--- src/hdl/lkv_pkg.sv ---
// Shared types and constants for the linear key-value table.
package lkv_pkg;

  localparam int unsigned KEY_W         = 32;
  localparam int unsigned DATA_W        = 32;
  localparam int unsigned COUNT_W       = 5;
  localparam int unsigned MODE_W        = 2;
  localparam int unsigned STATUS_W      = 2;

  localparam int unsigned DEF_ENTRIES    = 16;
  localparam int unsigned DEF_KEY_BITS   = 32;
  localparam int unsigned DEF_VALUE_BITS = 32;
  localparam int unsigned QUEUE_DEPTH    = 2;

  typedef enum logic [MODE_W-1:0] {
    MODE_LOOKUP = 2'd0,
    MODE_GET    = 2'd1,
    MODE_WRITE  = 2'd2,
    MODE_DELETE = 2'd3
  } mode_t;

  typedef enum logic [STATUS_W-1:0] {
    ST_OK   = 2'd0,
    ST_MISS = 2'd1,
    ST_FULL = 2'd2
  } status_t;

  typedef enum logic {
    B_IDLE = 1'b0,
    B_EXEC = 1'b1
  } bstate_t;

  // Request as it leaves the front: raw key/data plus decoded mode flags.
  typedef struct packed {
    logic [KEY_W-1:0]  key;
    logic [DATA_W-1:0] data;
    logic              is_read;
    logic              use_default;
    logic              is_write;
    logic              is_delete;
  } req_t;

endpackage

--- src/hdl/lkv_front.sv ---
// Front end: accepts requests, decodes the mode and buffers them in a short queue.
module lkv_front #(
  parameter int unsigned QDEPTH = lkv_pkg::QUEUE_DEPTH
) (
  input  logic                       clk,
  input  logic                       rst_n,
  input  logic                       in_valid,
  output logic                       in_ready,
  input  logic [lkv_pkg::MODE_W-1:0] in_mode,
  input  logic [lkv_pkg::KEY_W-1:0]  in_key,
  input  logic [lkv_pkg::DATA_W-1:0] in_data_in,
  output lkv_pkg::req_t              head,
  output logic                       head_valid,
  input  logic                       pop
);
  import lkv_pkg::*;

  localparam int unsigned PW = (QDEPTH > 1) ? $clog2(QDEPTH) : 1;
  localparam int unsigned CW = $clog2(QDEPTH + 1);

  req_t           q_r [QDEPTH];
  logic [PW-1:0]  wr_ptr_r, wr_ptr_nxt;
  logic [PW-1:0]  rd_ptr_r, rd_ptr_nxt;
  logic [CW-1:0]  cnt_r, cnt_nxt;
  logic           push;
  req_t           cls;
  mode_t          mode;

  // decode
  always_comb begin
    mode            = mode_t'(in_mode);
    cls.key         = in_key;
    cls.data        = in_data_in;
    cls.is_read     = mode inside {MODE_LOOKUP, MODE_GET};
    cls.use_default = (mode == MODE_GET);
    cls.is_write    = (mode == MODE_WRITE);
    cls.is_delete   = (mode == MODE_DELETE);
  end

  assign in_ready   = (cnt_r != CW'(QDEPTH));
  assign push       = in_valid & in_ready;
  assign head_valid = (cnt_r != '0);
  assign head       = q_r[rd_ptr_r];

  always_comb begin
    wr_ptr_nxt = wr_ptr_r;
    rd_ptr_nxt = rd_ptr_r;
    if (push) begin
      wr_ptr_nxt = (wr_ptr_r == PW'(QDEPTH - 1)) ? '0 : wr_ptr_r + 1'b1;
    end
    if (pop) begin
      rd_ptr_nxt = (rd_ptr_r == PW'(QDEPTH - 1)) ? '0 : rd_ptr_r + 1'b1;
    end
    case ({push, pop})
      2'b10:   cnt_nxt = cnt_r + 1'b1;
      2'b01:   cnt_nxt = cnt_r - 1'b1;
      default: cnt_nxt = cnt_r;
    endcase
  end

  always_ff @(posedge clk) begin
    if (!rst_n) begin
      wr_ptr_r <= '0;
      rd_ptr_r <= '0;
      cnt_r    <= '0;
    end else begin
      wr_ptr_r <= wr_ptr_nxt;
      rd_ptr_r <= rd_ptr_nxt;
      cnt_r    <= cnt_nxt;
    end
  end

  always_ff @(posedge clk) begin
    if (push) begin
      q_r[wr_ptr_r] <= cls;
    end
  end

endmodule

--- src/hdl/lkv_back.sv ---
// Back end: holds the table, searches it, applies the request and registers the result.
module lkv_back #(
  parameter int unsigned ENTRIES    = lkv_pkg::DEF_ENTRIES,
  parameter int unsigned KEY_BITS   = lkv_pkg::DEF_KEY_BITS,
  parameter int unsigned VALUE_BITS = lkv_pkg::DEF_VALUE_BITS
) (
  input  logic                         clk,
  input  logic                         rst_n,
  input  lkv_pkg::req_t                head,
  input  logic                         head_valid,
  output logic                         pop,
  output logic                         out_valid,
  input  logic                         out_ready,
  output logic                         out_found,
  output logic [lkv_pkg::DATA_W-1:0]   out_data_out,
  output logic [lkv_pkg::STATUS_W-1:0] out_status,
  output logic [lkv_pkg::COUNT_W-1:0]  out_entry_count
);
  import lkv_pkg::*;

  localparam int unsigned CW = $clog2(ENTRIES + 1);

  logic [KEY_BITS-1:0]   key_r [ENTRIES];
  logic [VALUE_BITS-1:0] val_r [ENTRIES];
  logic [CW-1:0]         count_r, count_nxt;
  bstate_t               state_r, state_nxt;
  req_t                  req_r;
  logic [ENTRIES-1:0]    hit_r, hit_nxt;
  logic [ENTRIES-1:0]    shift_r, shift_nxt;

  logic                  commit;
  logic                  hit;
  logic                  full;
  logic [VALUE_BITS-1:0] hit_val;
  logic [KEY_BITS-1:0]   head_key, req_key;
  logic [VALUE_BITS-1:0] wr_val;
  logic                  found;
  logic [DATA_W-1:0]     data;
  status_t               status;

  logic                  out_valid_r;
  logic                  out_found_r;
  logic [DATA_W-1:0]     out_data_r;
  status_t               out_status_r;
  logic [COUNT_W-1:0]    out_count_r;

  // parallel compare against the queue head, only over occupied slots
  always_comb begin
    head_key = KEY_BITS'(head.key);
    for (int i = 0; i < ENTRIES; i++) begin
      hit_nxt[i] = (CW'(i) < count_r) && (key_r[i] == head_key);
    end
    // slots at or above the hit take their upper neighbor on delete
    shift_nxt[0] = hit_nxt[0];
    for (int i = 1; i < ENTRIES; i++) begin
      shift_nxt[i] = hit_nxt[i] | shift_nxt[i-1];
    end
  end

  // next state
  always_comb begin
    state_nxt = state_r;
    case (state_r)
      B_IDLE:  if (head_valid) state_nxt = B_EXEC;
      B_EXEC:  if (commit) state_nxt = B_IDLE;
      default: state_nxt = B_IDLE;
    endcase
  end

  // FSM outputs
  always_comb begin
    pop    = 1'b0;
    commit = 1'b0;
    case (state_r)
      B_IDLE:  pop = head_valid;
      B_EXEC:  commit = !out_valid_r || out_ready;
      default: begin
        pop    = 1'b0;
        commit = 1'b0;
      end
    endcase
  end

  // request evaluation on the registered match vector
  always_comb begin
    req_key = KEY_BITS'(req_r.key);
    wr_val  = VALUE_BITS'(req_r.data);
    hit     = |hit_r;
    full    = (count_r == CW'(ENTRIES));
    hit_val = '0;
    for (int i = 0; i < ENTRIES; i++) begin
      hit_val = hit_val | (hit_r[i] ? val_r[i] : '0);
    end

    found     = hit;
    data      = '0;
    status    = ST_OK;
    count_nxt = count_r;
    if (req_r.is_read) begin
      if (hit) begin
        data = DATA_W'(hit_val);
      end else begin
        status = ST_MISS;
        if (req_r.use_default) data = req_r.data;
      end
    end else if (req_r.is_write) begin
      if (!hit) begin
        if (full) status = ST_FULL;
        else      count_nxt = count_r + 1'b1;
      end
    end else begin
      if (hit) count_nxt = count_r - 1'b1;
      else     status = ST_MISS;
    end
  end

  always_ff @(posedge clk) begin
    if (!rst_n) begin
      state_r     <= B_IDLE;
      count_r     <= '0;
      out_valid_r <= 1'b0;
    end else begin
      state_r <= state_nxt;
      if (commit) begin
        count_r     <= count_nxt;
        out_valid_r <= 1'b1;
      end else if (out_ready) begin
        out_valid_r <= 1'b0;
      end
    end
  end

  always_ff @(posedge clk) begin
    if (pop) begin
      req_r   <= head;
      hit_r   <= hit_nxt;
      shift_r <= shift_nxt;
    end
    if (commit) begin
      out_found_r  <= found;
      out_data_r   <= data;
      out_status_r <= status;
      out_count_r  <= COUNT_W'(count_nxt);
    end
  end

  // table write-back
  always_ff @(posedge clk) begin
    if (commit) begin
      if (req_r.is_write) begin
        for (int i = 0; i < ENTRIES; i++) begin
          if (hit) begin
            if (hit_r[i]) val_r[i] <= wr_val;
          end else if (!full && count_r == CW'(i)) begin
            key_r[i] <= req_key;
            val_r[i] <= wr_val;
          end
        end
      end else if (req_r.is_delete && hit) begin
        for (int i = 0; i < ENTRIES - 1; i++) begin
          if (shift_r[i]) begin
            key_r[i] <= key_r[i+1];
            val_r[i] <= val_r[i+1];
          end
        end
      end
    end
  end

  assign out_valid       = out_valid_r;
  assign out_found       = out_found_r;
  assign out_data_out    = out_data_r;
  assign out_status      = out_status_r;
  assign out_entry_count = out_count_r;

endmodule

--- src/hdl/linear_key_value_table.sv ---
// Top level of the linear key-value table: request queue front, table back end.
//
//   channel | handshake              | payload
//   --------+------------------------+-------------------------------------------
//   in      | in_valid / in_ready    | in_mode, in_key, in_data_in
//   out     | out_valid / out_ready  | out_found, out_data_out, out_status,
//           |                        | out_entry_count
//
// Requests are taken one at a time: a compare step over all slots, then a commit step
// that writes back, appends or shifts the table and loads the result register.
// A request passes the queue and the request register before the result register.
// Reset clears the queue, the fill count and the result valid; slot contents are
// left as they are, no clearing pass. A stalled result holds the commit; the
// front queue keeps accepting until it is full.
module linear_key_value_table #(
  parameter int unsigned ENTRIES     = lkv_pkg::DEF_ENTRIES,
  parameter int unsigned KEY_BITS    = lkv_pkg::DEF_KEY_BITS,
  parameter int unsigned VALUE_BITS  = lkv_pkg::DEF_VALUE_BITS,
  parameter int unsigned QUEUE_DEPTH = lkv_pkg::QUEUE_DEPTH
) (
  input  logic                         clk,
  input  logic                         rst_n,
  input  logic                         in_valid,
  output logic                         in_ready,
  input  logic [lkv_pkg::MODE_W-1:0]   in_mode,
  input  logic [lkv_pkg::KEY_W-1:0]    in_key,
  input  logic [lkv_pkg::DATA_W-1:0]   in_data_in,
  output logic                         out_valid,
  input  logic                         out_ready,
  output logic                         out_found,
  output logic [lkv_pkg::DATA_W-1:0]   out_data_out,
  output logic [lkv_pkg::STATUS_W-1:0] out_status,
  output logic [lkv_pkg::COUNT_W-1:0]  out_entry_count
);
  import lkv_pkg::*;

  req_t head;
  logic head_valid;
  logic pop;

  lkv_front #(
    .QDEPTH(QUEUE_DEPTH)
  ) u_front (
    .clk       (clk),
    .rst_n     (rst_n),
    .in_valid  (in_valid),
    .in_ready  (in_ready),
    .in_mode   (in_mode),
    .in_key    (in_key),
    .in_data_in(in_data_in),
    .head      (head),
    .head_valid(head_valid),
    .pop       (pop)
  );

  lkv_back #(
    .ENTRIES   (ENTRIES),
    .KEY_BITS  (KEY_BITS),
    .VALUE_BITS(VALUE_BITS)
  ) u_back (
    .clk            (clk),
    .rst_n          (rst_n),
    .head           (head),
    .head_valid     (head_valid),
    .pop            (pop),
    .out_valid      (out_valid),
    .out_ready      (out_ready),
    .out_found      (out_found),
    .out_data_out   (out_data_out),
    .out_status     (out_status),
    .out_entry_count(out_entry_count)
  );

`ifndef SYNTHESIS
  // the back end never takes from an empty queue
  a_pop_needs_head: assert property (@(posedge clk) disable iff (!rst_n)
    pop |-> head_valid)
    else $error("pop from empty request queue");

  // a full report only comes with a table at capacity and no hit
  a_full_result: assert property (@(posedge clk) disable iff (!rst_n)
    (out_valid && out_status == ST_FULL) |->
      (!out_found && out_entry_count == COUNT_W'(ENTRIES)))
    else $error("full status with inconsistent found or count");

  // a miss never reports the key as present
  a_miss_not_found: assert property (@(posedge clk) disable iff (!rst_n)
    (out_valid && out_status == ST_MISS) |-> !out_found)
    else $error("miss status with found set");

  // a new result transfer cannot follow another one on the next cycle
  a_result_spacing: assert property (@(posedge clk) disable iff (!rst_n)
    ($rose(out_valid)) |=> !$rose(out_valid))
    else $error("results closer than the two-cycle request spacing");
`endif

endmodule

--- config.mk ---
export PLATFORM = sky130hd
export DESIGN_NAME = linear_key_value_table
export DESIGN_NICKNAME = d
export VERILOG_FILES = /design/src/hdl/lkv_pkg.sv /design/src/hdl/lkv_front.sv /design/src/hdl/lkv_back.sv /design/src/hdl/linear_key_value_table.sv
export SDC_FILE = /design/constraint.sdc
export NUM_CORES = 2
export LEC_CHECK = 0
export ABC_AREA = 1
export BUFFER_PORTS_ARGS = -buffer_cell sky130_fd_sc_hd__buf_2
export CORE_MARGIN = 2
export CORE_UTILIZATION = 57
export DETAILED_ROUTE_END_ITERATION = 7
export PLACE_DENSITY = 0.75
export SYNTH_ARGS = -nofsm -noshare
export SYNTH_HDL_FRONTEND = slang
export SYNTH_HIERARCHICAL = 1
export SYNTH_SLANG_ARGS = --single-unit
--- constraint.sdc ---
create_clock -name clk -period 11.8 [get_ports clk]
set_input_delay 2.36 -clock clk [delete_from_list [all_inputs] [get_ports clk]]
set_output_delay 2.36 -clock clk [all_outputs]
set_load 0.01 [all_outputs]
==> results.toml <==
[setup_path]
crit_path_cell_trace = "buf_2 -> inv_1 -> nand2_1 -> nand2_2 -> nor2_2 -> inv_1 -> nor2_1 -> inv_1 -> nor3_4 -> buf_4 -> inv_2 -> nand2_1 -> nor3_1 -> nor3b_4 -> nand2_8 -> o21ai_4"
critPathArrivalTime_ns = 7.67
critPathCaptureType = "register"
critPathMaxFanout = 125
critPathBufInv = 6
highest_delay_cell_along_the_critical_path = "sky130_fd_sc_hd__o21ai_4"
critical_path.top_delay_family = "simple AND/OR/NAND/NOR gates"
path_common_cell = "sky130_fd_sc_hd__inv_1"
crit_path_max_incr_delay_ns = 1.17
setup.worst_path.start_class = "primary input"
worst_r2r_path_depth = 16
critPathKind = "primary input to register"
critical_path_required_time_ns = 12.20
cp_num_cells = 16

[detailed_routing]
detailroute.via_count = 48480
detail_route.drc_violations = 0
routed_wirelength_microns = 212500
avgViaCountPerCell = 6.509
drt_pre_antenna_iters = 7
ant_nets = 0
drt-wirelength-per-cell_microns = 28.53
initialDrtViolationCount = 8050

[job]
drv.max_cap_violation_count = 0

[clock_tree]
postCtsResizedCells = 0
clkSinkCount = 1310
cts_tree = "yes"
ctsHoldBuffers = 0
insertion_delay_ns = 0.80
htree_levels = 4
max-clock-path-buffers = 3
post_cts.repair.setup_buffers = 0
cts_inserted_buffers = 140
clockRootBuffer = "sky130_fd_sc_hd__clkbuf_16"
cts.clk_slew.worst_paths_ns = 0.06

[cells_and_area]
final_stage_net_count = 6001
area_delta_synth_final_pct = 10.01
layout.cells.most_common = "sky130_fd_sc_hd__nand2_1"
post_route_cells_drive_above_1_share = 0.09930
most-common-layout-cells = "1414 x sky130_fd_sc_hd__nand2_1, 1298 x sky130_fd_sc_hd__edfxtp_1, 702 x sky130_fd_sc_hd__inv_1"

[floorplan]
initial_core_util = 0.5760
placeable_core_region_sq_um = 109000
row_count = 121
die_area_sq_um = 112800
floorplan.die.height_microns = 335.9
chipWidth_microns = 335.9
boundaryPins = 112

[place]
place.detailed.hpwl_microns = 135500
pre_cts_ws_ns = 3.838
routability_congestion = 0.9825
port_buffers = 111

[synth]
synth-async-reset-ratio = 0
netlist-cell-type-count = 54
ys_seq_elements = 1310
cell_area_synth_sq_um = 62780
synth_edf_count = 1298
synth_warnings = 6
synth_seq_area_share = 0.6246
syn-num-nets = 5986
synth-main-ff-cell = "sky130_fd_sc_hd__edfxtp_1"
mean_post_synth_cell_area_sq_um = 10.62
synth_instances = 5910

[timing]
slew_viol_final = 0
tightest_slew_ns = 1.188
finalHoldViolCount = 0
maxSlewHeadroom = 0.2049
layout_min_cycle_time_ns = 7.274
fin_tns_setup_ns = 0
grt_setup_unrepaired = "no"
timing.final.ws_setup_ns = 4.526
final.period_utilization = 0.6164
finalSetupViolations = 0
clock_skew_ns = 0.03637
fmax_mhz = 137.5

[power]
power.share.clock = 0.213
sequentialPowerShare = 0.385
net_switching_power_w = 0.008721
switching_share = 0.4265
p_per_area_nw_per_um2 = 296.0
ir_worst_vdd_mv = 0.4218
combinationalPowerShare = 0.402
internal_power_of_the_cells_w = 0.01173
static_leakage_nw = 26.77

[global_route]
grt_pass1_wl_microns = 307100
grt_max_degree = 247
antenna_found_initial = 7
grt_pass1_vias = 46290
congestion_overflow_gr = 0
grt_usage = 0.3739

[outcome]
outcome = "finished, final reports clean"

[min_path]
hold_path_depth = 2
hold_path.class = "register to register"
[final timing paths]
path,startpoint,end,slack (ns)
max,out_ready,u_back/key_r[1][18],4.53
min,u_front/rd_ptr_r,register,0.50
max reg2reg,u_back/hit_r[11],u_back/key_r[0][10],4.60
min reg2reg,u_front/rd_ptr_r,register,0.50
[cell usage after synthesis, types with 15 or more instances]
cell                        count  share of area
sky130_fd_sc_hd__o22ai_1      314          0.031
sky130_fd_sc_hd__a22oi_1       85          0.010
sky130_fd_sc_hd__xor2_1        88          0.012
sky130_fd_sc_hd__nor4_1        33         0.0033
sky130_fd_sc_hd__inv_1        703          0.042
sky130_fd_sc_hd__a21boi_0     104          0.012
sky130_fd_sc_hd__a221oi_1      51         0.0071
sky130_fd_sc_hd__buf_1         15        0.00090
sky130_fd_sc_hd__a2111oi_0     17         0.0024
sky130_fd_sc_hd__o21ai_1       16         0.0013
sky130_fd_sc_hd__buf_4         18         0.0022
sky130_fd_sc_hd__nand3_1      100         0.0080
sky130_fd_sc_hd__a21oi_1      102         0.0081
sky130_fd_sc_hd__a22o_1        23         0.0032
sky130_fd_sc_hd__edfxtp_1    1298           0.62
sky130_fd_sc_hd__xnor2_1      170          0.024
sky130_fd_sc_hd__mux2_2        48         0.0086
sky130_fd_sc_hd__buf_2        113         0.0090
sky130_fd_sc_hd__nor3_1        43         0.0034
sky130_fd_sc_hd__nor2_1       122         0.0073
sky130_fd_sc_hd__nand4_1       74         0.0074
sky130_fd_sc_hd__nand2_1     1418          0.085
sky130_fd_sc_hd__o221ai_1      44         0.0061
sky130_fd_sc_hd__nand3_2       32         0.0051
sky130_fd_sc_hd__or2_2         35         0.0035
sky130_fd_sc_hd__o21ai_0      479          0.038
sky130_fd_sc_hd__o2111ai_1     20         0.0028
sky130_fd_sc_hd__clkbuf_1     198          0.012
sky130_fd_sc_hd__mux2_4        20         0.0048
sky130_fd_sc_hd__a41oi_1       15         0.0021
sky130_fd_sc_hd__o211ai_1      23         0.0028
[flip-flops by register name, summed over array words and instances (netlist names), named ones only]
register	cells
u_back/val_r	512
u_back/out_found	1
u_back/shift_r	14
u_back/out_valid	1
u_front/q_r	136
u_front/rd_ptr_r	1
u_front/wr_ptr_r	1
u_back/count_r	5
u_back/out_status	2
u_back/wr_val	32
u_back/key_r	512
u_back/req_r	4
u_back/out_entry_count	5
u_back/req_key	32
u_back/state_r	1
u_back/hit_r	16
u_back/out_data_out	32
u_front/cnt_r	2
[logic make-up after synthesis]
family,Yosys count,synth area share
XOR/XNOR,258,0.03599
AO/OA/AOI/OAI,1316,0.1308
buffers and inverters,1076,0.06847
adder cells (fa/ha/maj),6,0.001196
multiplexers,68,0.01339
AND/OR/NAND/NOR,1876,0.1256
flip-flops,1310,0.6246
[per-layer routing]
layer	part of all wire	GRT usage	routed length, microns	vias to the layer above
met5	0.00011	0	23	-
met1	0.34	0.4697	72480	23000
met2	0.45	0.5731	94870	3787
met4	0.084	0.2632	17950	4
met3	0.13	0.08968	27170	901
li1	-	-	-	20790
[power groups by stage]
stage	combinational (W)	sequential [W]	clock [W]
after global placement	0.00768	0.00790	0
final	0.00822	0.00787	0.00436
after CTS	0.00794	0.00783	0.00438
after detailed placement	0.00791	0.00791	0
after global routing	0.00878	0.00790	0.00456
after floorplan	0.00534	0.00762	0
[cell type report]
class                           instances  area, sq um
Clock inverter                         79        819.5
Clock buffer                          170         3677
Timing Repair Buffer                  223         1421
Antenna cell                            2        5.005
Sequential cell                      1310        39220
Multi-Input combinational cell       3524        19430
Tap cell                             1414         1769
Fill cell                            8466        39940
Inverter                              726         2728
[worst reg2reg max path, cell delays in order, from the launching register on]
cell	delay, ns
sky130_fd_sc_hd__edfxtp_1	0.32
sky130_fd_sc_hd__buf_4	0.38
sky130_fd_sc_hd__clkinv_2	0.71
sky130_fd_sc_hd__nand4_1	0.32
sky130_fd_sc_hd__nor2_1	0.07
sky130_fd_sc_hd__nand2_1	0.44
sky130_fd_sc_hd__nand2_1	0.19
sky130_fd_sc_hd__inv_2	0.50
sky130_fd_sc_hd__nand3_2	0.90
sky130_fd_sc_hd__nand2_1	0.27
sky130_fd_sc_hd__buf_4	0.46
sky130_fd_sc_hd__nor4_4	0.08
sky130_fd_sc_hd__buf_4	0.44
sky130_fd_sc_hd__nand2_8	0.78
sky130_fd_sc_hd__buf_4	0.87
sky130_fd_sc_hd__nand2_1	0.22
sky130_fd_sc_hd__nand2_1	0.11
[through the flow]
stage | instances | utilization | total power, W | hold slack (ns) | instance area [sq um]
global placement | 7197 | 0.5923 | 0.01558 | 0.4746 | 64570
detailed placement | 7197 | 0.5923 | 0.01583 | 0.4836 | 64570
global route | 7446 | 0.6336 | 0.02123 | 0.5442 | 69060
floorplan | 5910 | - | 0.01296 | 0.4664 | 62780
CTS | 7446 | 0.6336 | 0.02015 | 0.4970 | 69060
finish | 7448 | 0.6336 | 0.02045 | 0.5001 | 69070
(Power assumes the default switching activity.)
